### src/sv/appliance_event_reporter_unit_defines.svh
// Assertion macros shared by the appliance event reporter RTL.
// Depends on nothing; included by the top level.
`ifndef APPLIANCE_EVENT_REPORTER_UNIT_DEFINES_SVH
`define APPLIANCE_EVENT_REPORTER_UNIT_DEFINES_SVH

// Same-cycle implication, disabled during reset.
`define AERU_ASSERT_SAME(label, clk, rst, ante, cons, msg) \
   label: assert property (@(posedge clk) disable iff (rst) (ante) |-> (cons)) \
      else $error(msg);

// Next-cycle implication, disabled during reset.
`define AERU_ASSERT_NEXT(label, clk, rst, ante, cons, msg) \
   label: assert property (@(posedge clk) disable iff (rst) (ante) |=> (cons)) \
      else $error(msg);

`endif

### src/sv/aeru_pkg.sv
// Types and constants of the appliance event reporter.
// Depends on nothing; used by the front end, queue, back end, top level and testbench.
`default_nettype none

package aeru_pkg;

   typedef enum logic {
      ITEM_SAMPLE = 1'b0,
      ITEM_PIN    = 1'b1
   } item_kind_type;

   typedef struct packed {
      item_kind_type kind;
      logic [7:0]    sample;
   } item_type;

   typedef struct packed {
      logic not_empty;
      logic full;
   } queue_status_type;

   localparam logic CMD_PIN = 1'b1;

   localparam logic [2:0] REG_NODE_ID          = 3'd0;
   localparam logic [2:0] REG_WINDOW_LENGTH    = 3'd1;
   localparam logic [2:0] REG_LEVEL_THRESHOLD  = 3'd2;
   localparam logic [2:0] REG_ACTIVE_REDUCTION = 3'd3;
   localparam logic [2:0] REG_STEP_THRESHOLD   = 3'd4;
   localparam logic [2:0] REG_LEVEL_DEBOUNCE   = 3'd5;
   localparam logic [2:0] REG_STEP_DEBOUNCE    = 3'd6;

   localparam logic [4:0] NODE_ID_RESET          = 5'd0;
   localparam logic [6:0] WINDOW_LENGTH_RESET    = 7'd100;
   localparam logic [7:0] LEVEL_THRESHOLD_RESET  = 8'd12;
   localparam logic [7:0] ACTIVE_REDUCTION_RESET = 8'd2;
   localparam logic [7:0] STEP_THRESHOLD_RESET   = 8'd10;
   localparam logic [3:0] LEVEL_DEBOUNCE_RESET   = 4'd7;
   localparam logic [3:0] STEP_DEBOUNCE_RESET    = 4'd15;

   localparam logic [4:0] LEVEL_MID       = 5'd16;
   localparam logic [5:0] STEP_MID        = 6'd16;
   localparam logic [3:0] STEP_LOW_BASE   = 4'd15;
   localparam logic [5:0] STEP_HIGH_BASE  = 6'd17;
   localparam logic [7:0] MIN_RESET       = 8'hFF;
   localparam logic [7:0] COUNTDOWN_START = 8'd254;
   localparam logic [7:0] SLOT_STEP       = 8'h02;
   localparam logic [1:0] FIRST_BAND      = 2'b11;
   localparam logic [7:0] WRAP_SLOT       = 8'h08;
   localparam logic [7:0] WRAP_GROUP_INC  = 8'h02;

endpackage

`default_nettype wire

### src/sv/aeru_if.sv
// Handshake channel interfaces of the appliance event reporter.
// Depends on nothing; used by the front, back and top level.
`default_nettype none

interface aeru_req_if;
   logic       valid;
   logic       ready;
   logic       command;
   logic [7:0] sample;
   logic       pin_level;
   modport source (output valid, command, sample, pin_level, input ready);
   modport sink (input valid, command, sample, pin_level, output ready);
endinterface

interface aeru_rsp_if;
   logic       valid;
   logic       ready;
   logic [7:0] report_first;
   logic [7:0] report_second;
   modport source (output valid, report_first, report_second, input ready);
   modport sink (input valid, report_first, report_second, output ready);
endinterface

interface aeru_csr_if;
   logic       valid;
   logic       ready;
   logic [2:0] index;
   logic [7:0] data;
   modport source (output valid, index, data, input ready);
   modport sink (input valid, index, data, output ready);
endinterface

`default_nettype wire

### src/sv/aeru_front.sv
// Front end: accepts input transactions and classifies them into queue items.
// Depends on aeru_pkg and aeru_req_if.
`default_nettype none

module aeru_front (
   aeru_req_if.sink                  req_ch,
   input  aeru_pkg::queue_status_type q_status,
   output logic                      q_push,
   output aeru_pkg::item_type        q_item
);

   logic is_pin;

   assign is_pin       = (req_ch.command == aeru_pkg::CMD_PIN);
   assign req_ch.ready = !q_status.full;

   // A falling pin edge has no effect, so it is accepted and dropped here.
   assign q_push = req_ch.valid && req_ch.ready && (!is_pin || req_ch.pin_level);

   assign q_item.kind   = is_pin ? aeru_pkg::ITEM_PIN : aeru_pkg::ITEM_SAMPLE;
   assign q_item.sample = req_ch.sample;

endmodule

`default_nettype wire

### src/sv/aeru_queue.sv
// Short queue between the front end and the back end.
// Depends on aeru_pkg.
`default_nettype none

module aeru_queue #(
   parameter int DEPTH = 2
) (
   input  logic                       clock,
   input  logic                       reset,
   input  logic                       push,
   input  aeru_pkg::item_type         push_item,
   input  logic                       pop,
   output aeru_pkg::item_type         head_item,
   output aeru_pkg::queue_status_type status
);

   localparam int PTR_W = (DEPTH > 1) ? $clog2(DEPTH) : 1;
   localparam int CNT_W = $clog2(DEPTH + 1);
   localparam logic [PTR_W-1:0] LAST_PTR = PTR_W'(DEPTH - 1);
   localparam logic [CNT_W-1:0] FULL_CNT = CNT_W'(DEPTH);

   aeru_pkg::item_type entry_ff [DEPTH];
   logic [PTR_W-1:0] wr_ptr_ff, wr_ptr_in;
   logic [PTR_W-1:0] rd_ptr_ff, rd_ptr_in;
   logic [CNT_W-1:0] count_ff, count_in;
   logic             do_push;
   logic             do_pop;

   assign status.not_empty = (count_ff != '0);
   assign status.full      = (count_ff == FULL_CNT);
   assign head_item        = entry_ff[rd_ptr_ff];
   assign do_push          = push && !status.full;
   assign do_pop           = pop && status.not_empty;

   always_comb begin
      wr_ptr_in = wr_ptr_ff;
      rd_ptr_in = rd_ptr_ff;
      count_in  = count_ff;
      if (do_push) begin
         wr_ptr_in = (wr_ptr_ff == LAST_PTR) ? '0 : wr_ptr_ff + 1'b1;
      end
      if (do_pop) begin
         rd_ptr_in = (rd_ptr_ff == LAST_PTR) ? '0 : rd_ptr_ff + 1'b1;
      end
      if (do_push && !do_pop) begin
         count_in = count_ff + 1'b1;
      end else if (do_pop && !do_push) begin
         count_in = count_ff - 1'b1;
      end
   end

   always_ff @(posedge clock) begin
      if (reset) begin
         wr_ptr_ff <= '0;
         rd_ptr_ff <= '0;
         count_ff  <= '0;
      end else begin
         wr_ptr_ff <= wr_ptr_in;
         rd_ptr_ff <= rd_ptr_in;
         count_ff  <= count_in;
      end
   end

   always_ff @(posedge clock) begin
      if (do_push) begin
         entry_ff[wr_ptr_ff] <= push_item;
      end
   end

endmodule

`default_nettype wire

### src/sv/aeru_back.sv
// Back end: window statistics, activity and step scoring, report slots,
// configuration registers and the result register. Depends on aeru_pkg and aeru_if.
`default_nettype none

module aeru_back (
   input  logic                       clock,
   input  logic                       reset,
   input  aeru_pkg::item_type         q_item,
   input  aeru_pkg::queue_status_type q_status,
   output logic                       q_pop,
   aeru_csr_if.sink                   csr_ch,
   aeru_rsp_if.source                 rsp_ch
);

   // Configuration registers.
   logic [4:0] node_id_ff, node_id_in;
   logic [6:0] window_length_ff, window_length_in;
   logic [7:0] level_threshold_ff, level_threshold_in;
   logic [7:0] active_reduction_ff, active_reduction_in;
   logic [7:0] step_threshold_ff, step_threshold_in;
   logic [3:0] level_debounce_ff, level_debounce_in;
   logic [3:0] step_debounce_ff, step_debounce_in;

   // Measurement and report state.
   logic [6:0] window_count_ff, window_count_in;
   logic [7:0] window_max_ff, window_max_in;
   logic [7:0] window_min_ff, window_min_in;
   logic [7:0] random_accum_ff, random_accum_in;
   logic       is_active_ff, is_active_in;
   logic [4:0] level_score_ff, level_score_in;
   logic [5:0] step_score_ff, step_score_in;
   logic [7:0] reference_swing_ff, reference_swing_in;
   logic       step_flag_ff, step_flag_in;
   logic [1:0] slot_bits_ff, slot_bits_in;
   logic [7:0] msg_second_ff, msg_second_in;
   logic [7:0] slot_countdown_ff, slot_countdown_in;
   logic [7:0] next_slot_ff, next_slot_in;

   // Result register.
   logic       rsp_valid_ff, rsp_valid_in;
   logic [7:0] rsp_first_ff, rsp_first_in;
   logic [7:0] rsp_second_ff, rsp_second_in;

   logic              fire;
   logic              emit;
   logic [7:0]        emit_first;
   logic [7:0]        emit_second;
   logic [7:0]        max_upd;
   logic [7:0]        min_upd;
   logic [6:0]        count_upd;
   logic [6:0]        window_len;
   logic              window_close;
   logic [7:0]        swing;
   logic [7:0]        accum_upd;
   logic [7:0]        level_thr;
   logic              below;
   logic signed [6:0] level_raw;
   logic [4:0]        level_lo;
   logic [4:0]        level_hi;
   logic [4:0]        level_new;
   logic              step_up;
   logic              step_down;
   logic [5:0]        step_new;
   logic              go_off;
   logic              go_on;
   logic              step_low;
   logic              step_high;
   logic              dirty;
   logic              flag_new;
   logic              state_new;
   logic [7:0]        cd_dec;
   logic [1:0]        pin_band;
   logic [7:0]        pin_next;
   logic [7:0]        pin_second;

   assign fire  = q_status.not_empty && (!rsp_valid_ff || rsp_ch.ready);
   assign q_pop = fire;

   assign csr_ch.ready         = 1'b1;
   assign rsp_ch.valid         = rsp_valid_ff;
   assign rsp_ch.report_first  = rsp_first_ff;
   assign rsp_ch.report_second = rsp_second_ff;

   // Window close datapath.
   assign max_upd      = (q_item.sample > window_max_ff) ? q_item.sample : window_max_ff;
   assign min_upd      = (q_item.sample < window_min_ff) ? q_item.sample : window_min_ff;
   assign count_upd    = window_count_ff + 7'd1;
   assign window_len   = (window_length_ff == '0) ? 7'd1 : window_length_ff;
   assign window_close = (count_upd >= window_len) || (count_upd == '0);
   assign swing        = (max_upd >= min_upd) ? (max_upd - min_upd) : 8'd0;
   assign accum_upd    = random_accum_ff + q_item.sample;

   assign level_thr = !is_active_ff ? level_threshold_ff :
                      (level_threshold_ff > active_reduction_ff) ?
                      (level_threshold_ff - active_reduction_ff) : 8'd0;
   assign below     = (swing < level_thr);
   assign level_raw = $signed({2'b00, level_score_ff}) + 7'sd1 - (below ? 7'sd2 : 7'sd0);
   assign level_lo  = aeru_pkg::LEVEL_MID - {1'b0, level_debounce_ff};
   assign level_hi  = aeru_pkg::LEVEL_MID + {1'b0, level_debounce_ff};

   always_comb begin
      if (level_raw < $signed({2'b00, level_lo})) begin
         level_new = level_lo;
      end else if (level_raw > $signed({2'b00, level_hi})) begin
         level_new = level_hi;
      end else begin
         level_new = level_raw[4:0];
      end
   end

   assign step_up   = (swing > reference_swing_ff) &&
                      ((swing - reference_swing_ff) > step_threshold_ff);
   assign step_down = (swing <= reference_swing_ff) &&
                      ((reference_swing_ff - swing) > step_threshold_ff);
   assign step_new  = step_up ? (step_score_ff + 6'd1) :
                      step_down ? (step_score_ff - 6'd1) : aeru_pkg::STEP_MID;

   assign go_off    = is_active_ff && (level_new <= level_lo);
   assign go_on     = !is_active_ff && (level_new >= level_hi);
   assign step_low  = step_new <= {2'b00, aeru_pkg::STEP_LOW_BASE - step_debounce_ff};
   assign step_high = step_new >= ({2'b00, step_debounce_ff} + aeru_pkg::STEP_HIGH_BASE);
   assign dirty     = go_off || go_on || step_low || step_high;
   assign flag_new  = !(go_off || go_on);
   assign state_new = go_on || (!go_off && !step_low && step_high);

   // Pin edge datapath.
   assign cd_dec     = slot_countdown_ff - aeru_pkg::SLOT_STEP;
   assign pin_band   = cd_dec[7:6] - 2'd1;
   assign pin_next   = {pin_band, random_accum_ff[3:1], 3'b000};
   assign pin_second = {msg_second_ff[7:4] + 4'd1, random_accum_ff[3:1], msg_second_ff[0]};

   always_comb begin
      node_id_in          = node_id_ff;
      window_length_in    = window_length_ff;
      level_threshold_in  = level_threshold_ff;
      active_reduction_in = active_reduction_ff;
      step_threshold_in   = step_threshold_ff;
      level_debounce_in   = level_debounce_ff;
      step_debounce_in    = step_debounce_ff;
      window_count_in     = window_count_ff;
      window_max_in       = window_max_ff;
      window_min_in       = window_min_ff;
      random_accum_in     = random_accum_ff;
      is_active_in        = is_active_ff;
      level_score_in      = level_score_ff;
      step_score_in       = step_score_ff;
      reference_swing_in  = reference_swing_ff;
      step_flag_in        = step_flag_ff;
      slot_bits_in        = slot_bits_ff;
      msg_second_in       = msg_second_ff;
      slot_countdown_in   = slot_countdown_ff;
      next_slot_in        = next_slot_ff;
      emit                = 1'b0;
      emit_first          = '0;
      emit_second         = '0;

      if (fire) begin
         case (q_item.kind)
            aeru_pkg::ITEM_SAMPLE: begin
               if (window_close) begin
                  window_count_in = '0;
                  window_max_in   = '0;
                  window_min_in   = aeru_pkg::MIN_RESET;
                  random_accum_in = accum_upd;
                  level_score_in  = level_new;
                  if (dirty) begin
                     if (go_on) begin
                        is_active_in = 1'b1;
                     end else if (go_off) begin
                        is_active_in = 1'b0;
                     end
                     reference_swing_in = swing;
                     step_score_in      = aeru_pkg::STEP_MID;
                     emit               = 1'b1;
                     emit_first         = {flag_new, node_id_ff, 2'b00};
                     emit_second        = {msg_second_ff[7:4], 3'b000, state_new};
                     msg_second_in      = {msg_second_ff[7:4] + 4'd1, accum_upd[3:1],
                                           state_new};
                     next_slot_in       = {aeru_pkg::FIRST_BAND, accum_upd[3:1], 3'b000};
                     step_flag_in       = flag_new;
                     slot_bits_in       = aeru_pkg::FIRST_BAND;
                     slot_countdown_in  = aeru_pkg::COUNTDOWN_START;
                  end else begin
                     step_score_in = step_new;
                  end
               end else begin
                  window_count_in = count_upd;
                  window_max_in   = max_upd;
                  window_min_in   = min_upd;
               end
            end
            aeru_pkg::ITEM_PIN: begin
               if (slot_countdown_ff != '0) begin
                  slot_countdown_in = cd_dec;
                  if (cd_dec == next_slot_ff) begin
                     emit         = 1'b1;
                     emit_first   = {step_flag_ff, node_id_ff, slot_bits_ff};
                     emit_second  = msg_second_ff;
                     slot_bits_in = pin_band;
                     if (pin_next == '0) begin
                        next_slot_in  = aeru_pkg::WRAP_SLOT;
                        msg_second_in = pin_second + aeru_pkg::WRAP_GROUP_INC;
                     end else begin
                        next_slot_in  = pin_next;
                        msg_second_in = pin_second;
                     end
                  end
               end
            end
            default: begin
            end
         endcase
      end

      if (csr_ch.valid) begin
         unique case (csr_ch.index)
            aeru_pkg::REG_NODE_ID:          node_id_in          = csr_ch.data[4:0];
            aeru_pkg::REG_WINDOW_LENGTH:    window_length_in    = csr_ch.data[6:0];
            aeru_pkg::REG_LEVEL_THRESHOLD:  level_threshold_in  = csr_ch.data;
            aeru_pkg::REG_ACTIVE_REDUCTION: active_reduction_in = csr_ch.data;
            aeru_pkg::REG_STEP_THRESHOLD:   step_threshold_in   = csr_ch.data;
            aeru_pkg::REG_LEVEL_DEBOUNCE:   level_debounce_in   = csr_ch.data[3:0];
            aeru_pkg::REG_STEP_DEBOUNCE:    step_debounce_in    = csr_ch.data[3:0];
            default: begin
            end
         endcase
      end
   end

   always_comb begin
      rsp_valid_in  = rsp_valid_ff;
      rsp_first_in  = rsp_first_ff;
      rsp_second_in = rsp_second_ff;
      if (fire && emit) begin
         rsp_valid_in  = 1'b1;
         rsp_first_in  = emit_first;
         rsp_second_in = emit_second;
      end else if (rsp_ch.ready) begin
         rsp_valid_in = 1'b0;
      end
   end

   always_ff @(posedge clock) begin
      if (reset) begin
         node_id_ff          <= aeru_pkg::NODE_ID_RESET;
         window_length_ff    <= aeru_pkg::WINDOW_LENGTH_RESET;
         level_threshold_ff  <= aeru_pkg::LEVEL_THRESHOLD_RESET;
         active_reduction_ff <= aeru_pkg::ACTIVE_REDUCTION_RESET;
         step_threshold_ff   <= aeru_pkg::STEP_THRESHOLD_RESET;
         level_debounce_ff   <= aeru_pkg::LEVEL_DEBOUNCE_RESET;
         step_debounce_ff    <= aeru_pkg::STEP_DEBOUNCE_RESET;
         window_count_ff     <= '0;
         window_max_ff       <= '0;
         window_min_ff       <= aeru_pkg::MIN_RESET;
         random_accum_ff     <= '0;
         is_active_ff        <= 1'b0;
         level_score_ff      <= aeru_pkg::LEVEL_MID;
         step_score_ff       <= aeru_pkg::STEP_MID;
         reference_swing_ff  <= '0;
         step_flag_ff        <= 1'b0;
         slot_bits_ff        <= '0;
         msg_second_ff       <= '0;
         slot_countdown_ff   <= '0;
         next_slot_ff        <= '0;
         rsp_valid_ff        <= 1'b0;
      end else begin
         node_id_ff          <= node_id_in;
         window_length_ff    <= window_length_in;
         level_threshold_ff  <= level_threshold_in;
         active_reduction_ff <= active_reduction_in;
         step_threshold_ff   <= step_threshold_in;
         level_debounce_ff   <= level_debounce_in;
         step_debounce_ff    <= step_debounce_in;
         window_count_ff     <= window_count_in;
         window_max_ff       <= window_max_in;
         window_min_ff       <= window_min_in;
         random_accum_ff     <= random_accum_in;
         is_active_ff        <= is_active_in;
         level_score_ff      <= level_score_in;
         step_score_ff       <= step_score_in;
         reference_swing_ff  <= reference_swing_in;
         step_flag_ff        <= step_flag_in;
         slot_bits_ff        <= slot_bits_in;
         msg_second_ff       <= msg_second_in;
         slot_countdown_ff   <= slot_countdown_in;
         next_slot_ff        <= next_slot_in;
         rsp_valid_ff        <= rsp_valid_in;
      end
   end

   always_ff @(posedge clock) begin
      rsp_first_ff  <= rsp_first_in;
      rsp_second_ff <= rsp_second_in;
   end

endmodule

`default_nettype wire

### src/sv/appliance_event_reporter_unit.sv
// Appliance event reporter top level: front end, item queue and back end.
// A report passes the queue and result register once its transaction is accepted;
// one transaction per cycle is sustained unless the result stalls. Reset is
// synchronous and restores every register with a default at once, with no
// clearing pass. Depends on aeru_pkg, aeru_if, aeru_front, aeru_queue, aeru_back.
`default_nettype none
`include "appliance_event_reporter_unit_defines.svh"

module appliance_event_reporter_unit #(
   parameter int QUEUE_DEPTH = 2
) (
   input  logic        clock,
   input  logic        reset,
   aeru_req_if.sink    req_ch,
   aeru_rsp_if.source  rsp_ch,
   aeru_csr_if.sink    csr_ch
);

   aeru_pkg::queue_status_type q_status;
   aeru_pkg::item_type         push_item;
   aeru_pkg::item_type         head_item;
   logic                       q_push;
   logic                       q_pop;

   aeru_front u_front (
      .req_ch   (req_ch),
      .q_status (q_status),
      .q_push   (q_push),
      .q_item   (push_item)
   );

   aeru_queue #(
      .DEPTH (QUEUE_DEPTH)
   ) u_queue (
      .clock     (clock),
      .reset     (reset),
      .push      (q_push),
      .push_item (push_item),
      .pop       (q_pop),
      .head_item (head_item),
      .status    (q_status)
   );

   aeru_back u_back (
      .clock    (clock),
      .reset    (reset),
      .q_item   (head_item),
      .q_status (q_status),
      .q_pop    (q_pop),
      .csr_ch   (csr_ch),
      .rsp_ch   (rsp_ch)
   );

   `AERU_ASSERT_SAME(a_pop_needs_item, clock, reset, q_pop, q_status.not_empty, "queue popped while empty")
   `AERU_ASSERT_SAME(a_no_pop_on_stall, clock, reset, rsp_ch.valid && !rsp_ch.ready, !q_pop, "back end ran while result stalled")
   `AERU_ASSERT_SAME(a_result_from_item, clock, reset, $rose(rsp_ch.valid), $past(q_pop), "result without a processed item")

endmodule

`default_nettype wire

### src/flat_wrapper.sv
// flat-port wrapper written by rule: the top's interface ports become plain ports
module appliance_event_reporter_unit_flat 
#(
   parameter int QUEUE_DEPTH = 2
)
  (clock, reset, req_ch_valid, req_ch_command, req_ch_sample, req_ch_pin_level, req_ch_ready, rsp_ch_valid, rsp_ch_report_first, rsp_ch_report_second, rsp_ch_ready, csr_ch_valid, csr_ch_index, csr_ch_data, csr_ch_ready);
  aeru_req_if req_ch_i ();
  aeru_rsp_if rsp_ch_i ();
  aeru_csr_if csr_ch_i ();
  input  logic clock;
  input  logic reset;
  input wire logic [$bits(req_ch_i.valid)-1:0] req_ch_valid;
  input wire logic [$bits(req_ch_i.command)-1:0] req_ch_command;
  input wire logic [$bits(req_ch_i.sample)-1:0] req_ch_sample;
  input wire logic [$bits(req_ch_i.pin_level)-1:0] req_ch_pin_level;
  output wire logic [$bits(req_ch_i.ready)-1:0] req_ch_ready;
  output wire logic [$bits(rsp_ch_i.valid)-1:0] rsp_ch_valid;
  output wire logic [$bits(rsp_ch_i.report_first)-1:0] rsp_ch_report_first;
  output wire logic [$bits(rsp_ch_i.report_second)-1:0] rsp_ch_report_second;
  input wire logic [$bits(rsp_ch_i.ready)-1:0] rsp_ch_ready;
  input wire logic [$bits(csr_ch_i.valid)-1:0] csr_ch_valid;
  input wire logic [$bits(csr_ch_i.index)-1:0] csr_ch_index;
  input wire logic [$bits(csr_ch_i.data)-1:0] csr_ch_data;
  output wire logic [$bits(csr_ch_i.ready)-1:0] csr_ch_ready;
  assign req_ch_i.valid = req_ch_valid;
  assign req_ch_i.command = req_ch_command;
  assign req_ch_i.sample = req_ch_sample;
  assign req_ch_i.pin_level = req_ch_pin_level;
  assign req_ch_ready = req_ch_i.ready;
  assign rsp_ch_valid = rsp_ch_i.valid;
  assign rsp_ch_report_first = rsp_ch_i.report_first;
  assign rsp_ch_report_second = rsp_ch_i.report_second;
  assign rsp_ch_i.ready = rsp_ch_ready;
  assign csr_ch_i.valid = csr_ch_valid;
  assign csr_ch_i.index = csr_ch_index;
  assign csr_ch_i.data = csr_ch_data;
  assign csr_ch_ready = csr_ch_i.ready;
  appliance_event_reporter_unit #(.QUEUE_DEPTH(QUEUE_DEPTH)) u_core (.clock(clock), .reset(reset), .req_ch(req_ch_i), .rsp_ch(rsp_ch_i), .csr_ch(csr_ch_i));
endmodule
### config.mk
export PLATFORM = sky130hd
export DESIGN_NAME = appliance_event_reporter_unit_flat
export DESIGN_NICKNAME = d
export VERILOG_FILES = /design/src/sv/aeru_pkg.sv /design/src/sv/aeru_if.sv /design/src/sv/aeru_front.sv /design/src/sv/aeru_queue.sv /design/src/sv/aeru_back.sv /design/src/sv/appliance_event_reporter_unit.sv /design/src/flat_wrapper.sv
export VERILOG_INCLUDE_DIRS = /design/src /design/src/sv
export SDC_FILE = /design/constraint.sdc
export NUM_CORES = 1
export LEC_CHECK = 0
export CORE_MARGIN = 4
export CORE_UTILIZATION = 31
export CTS_CLUSTER_DIAMETER = 60
export CTS_CLUSTER_SIZE = 20
export DETAILED_ROUTE_END_ITERATION = 10
export DONT_BUFFER_PORTS = 1
export GPL_TIMING_DRIVEN = 0
export SLEW_MARGIN = 0
export SYNTH_ARGS = -nofsm -noshare
export SYNTH_HDL_FRONTEND = slang
export SYNTH_HIERARCHICAL = 1
export SYNTH_SLANG_ARGS = --single-unit
### constraint.sdc
create_clock -name clock -period 13.5 [get_ports clock]
set_clock_uncertainty 0.15 [all_clocks]
set_input_delay 2.7 -clock clock [delete_from_list [all_inputs] [get_ports clock]]
set_output_delay 2.7 -clock clock [all_outputs]
set_load 0.02 [all_outputs]
==> summary.txt <==
Placement
  • HPWL Detailed: between 20000 and 25000 um
  • Port Buf Inserts: 0
  • GP Congestion: 0.906

Floorplan
  • Die Ht: 191 um
  • Core area: approximately 33000 um2
  • Die area: 36600 um2
  • Chip width: 191 um
  • Initial Util: 0.317
  • Row Count: 66
  • Boundary Pins: 45

Worst setup path
  • Crit end category: flop
  • Crit Path Category: reg -> reg
  • Slowest cell on crit path: o31ai_1
  • Crit path capture: u_core/u_back/rsp_ch.report_second[5]
  • Startpoint Class: flop
  • Register-to-Register Setup Slack: roughly 1.4 ns
  • WP data arrival: 12.10 ns
  • Top Family by Delay on Critical Path: compound AO/OA/AOI/OAI gates
  • CP peak stage delay: 0.61 ns
  • WP depth: 46
  • Crit-path max FO: 25
  • Crit path buf inv count: 6
  • Required @ worst endpoint: 13.54 ns
  • Cell repeated most along the worst path: ha_1
  • Worst reg2reg path depth: 46
  • R2r endpoint: u_core/u_back/rsp_ch.report_second[5]

Route
  • Remaining DRCs: 0
  • Drt first-iter violations: between 400 and 500
  • Vias per cell: 5.11
  • Routed WL per cell: 15.9 um
  • Drt first pass iters: 5
  • Post-Route WL: 26800 um
  • Routed Antenna Nets: 0
  • Via count: 8602

STA
  • Final period util: 0.894
  • Fmax: 82.9 MHz
  • Worst Max-Slew Pin Slew: roughly 1.3 ns
  • Max Slew Vio Count: 0
  • Hold_ws: ~0.31 ns
  • Min Tclk post-route: 12.06 ns
  • Slew HR: 0.156
  • Unrepaired setup endpoints after global routing: no
  • Hold Fails Final Rpt: 0
  • Setup TNS: 0 ns
  • Setup violations, final: 0

Global routing
  • First-pass GRT wire length: 43500 um
  • Vias in the first global route: 8327
  • Largest net degree at the start of global routing: 26
  • Overall Global Routing Usage: 0.148
  • Initial antenna violation count: 0
  • GRT Residual Overflow: 0

Final layout
  • Area Overhead vs Synth: 11.0%
  • Diodes inserted: 0
  • Final #Nets: 1380
  • Most frequent cells in the layout: nor2_1 (131), ha_1 (122), dfxtp_1 (120), inv_1 (108), nand2_1 (101)
  • Share of layout cells above drive strength 1: 0.0798
  • Commonest non-fill, non-tap cell in the layout: nor2_1

Logic synthesis
  • Synth Instances: around 1.2k
  • Mean post-synth cell area: 8.63 um2
  • Yosys top cell by area: dfxtp_1
  • Synth top area cells: dfxtp_1 (23%), ha_1 (15%), edfxtp_1 (9.8%), nor2_1 (4.7%), a21oi_1 (4.1%)
  • Cell Area, Synth: roughly 10000 um2
  • Area share of the largest cell type after synthesis: 0.230
  • Asr flop ratio synth: 0
  • Number of synthesized flops with an enable pin: 34
  • Ys flop type: dfxtp_1
  • Synth warn: 6
  • Synthesis-stage register bit count: 154
  • Sequential area share after synthesis: 0.328
  • Syn_nets: 1361
  • Cell variety after synth: 82

Min path
  • Hold_sp: u_core/u_back/active_reduction_ff[0]
  • Hold Path Class: reg -> reg

Run
  • Max-capacitance violation count: 0

Clock tree
  • Cts hold-fix bufs: 0
  • TritonCTS Buffers: 17
  • CTS max path bufs: 2
  • TritonCTS Sinks: roughly 150
  • CTS HTree Levels: 4
  • Root Buffer Master: clkbuf_16
  • CTS tree: yes
  • CTS-repair resized insts: 0
  • Clock transition at path regs: 0.07 ns
  • Clock network latency to the later pin of the worst-skew pair: 0.43 ns
  • Post-CTS setup buffer count: 0

Status
  • Outcome: complete, no violations
-- cell type report --
cell class	count	area, um2
fill	3416	21300
multi-input combinational	892	6330
sequential	154	3420
tap	442	553
clock buffer	17	425
inverter	110	413
buffer	52	264
clock inverter	15	168
-- through the flow --
| stage | cells | cell area, um2 | utilization | setup slack, ns |
|---|---|---|---|---|
| after floorplan | 1208 | 10400 | - | 3.70 |
| after global placement | 1650 | 11000 | 0.334 | 1.59 |
| after detailed placement | 1650 | 11000 | 0.334 | 1.53 |
| after CTS | 1682 | 11600 | 0.352 | 1.45 |
| after global routing | 1682 | 11600 | 0.352 | 0.506 |
| final | 1682 | 11600 | 0.352 | 1.44 |
-- worst register-to-register path, delay by kind of cell (launching register included) --
kind                       cells  cell delay (ns)
xor gates and xnor gates       2             0.65
and+or+nand+nor                7             1.39
DFF                            1             0.30
AOI/OAI and AO/OA             22             5.20
muxes                          2             0.67
adders and majority gates      7             2.01
buffers and inverters          6             1.46
-- synth_stat cells (5+ instances only) --
library cell and n:
buf_4 11, nand2_1 101, edfxtp_1 34, a211oi_2 5
a311oi_1 6, a211oi_1 10, nor2b_1 14, or3_1 5
o21ai_0 42, nand4_1 18, xnor2_1 32, and3_1 8
a41oi_1 6, nand3_1 22, a21o_1 19, nor2_1 131
mux2i_1 23, ha_1 122, nand2b_1 7, nor4_1 6
o211ai_1 9, nor3_1 14, and2_1 25, a211o_1 13
mux2_2 10, or2_2 8, o21a_1 14, inv_1 108
nand3b_1 5, a21oi_1 86, dfxtp_1 120, a22oi_1 10
clkbuf_1 31, fa_1 5, o31ai_1 12, o21bai_1 10
xor2_1 25
-- sequential cells by signal (all words and copies together) (netlist names), 8 cells and up, named ones only --
register,cells
u_core/u_back/rsp_ch.report_first,8
u_core/u_queue/entry_ff,18
u_core/u_back/rsp_ch.report_second,8
u_core/u_back/reference_swing_ff,8
u_core/u_back/active_reduction_ff,8
u_core/u_back/window_min_ff,8
u_core/u_back/window_max_ff,8
u_core/u_back/level_threshold_ff,8
u_core/u_back/step_threshold_ff,8
u_core/u_back/msg_second_ff,8
-- metal layers --
metal,vias to the layer above,GRT usage,part of all wire
li1,4303,-,-
met1,4079,0.199,0.47
met2,190,0.245,0.47
met3,30,0.0256,0.048
met4,0,0.0378,0.013
met5,-,0,0
-- worst min path at each step --
stage                                                end  depth (start not counted)
floorplan                 u_core/u_back/msg_second_ff[3]                          2
global placement           u_core/u_back/slot_bits_ff[0]                          1
detailed placement  u_core/u_back/active_reduction_ff[0]                          2
CTS                 u_core/u_back/active_reduction_ff[0]                          2
global route               u_core/u_back/slot_bits_ff[1]                          1
finish              u_core/u_back/active_reduction_ff[0]                          2
-- cell families after synthesis --
group           after synthesis  share of synthesized area
simple gates                381                      0.173
flops                       154                      0.328
compound gates              292                      0.195
fa+ha+maj                   127                      0.156
mux                          33                     0.0329
other cells                   1                   0.000360
xor+xnor                     58                     0.0494
buf+inv                     162                     0.0649
Power is left out: the tool's default activity adds up to more than one toggle a clock period on the data nets, which glitch-free logic cannot reach.
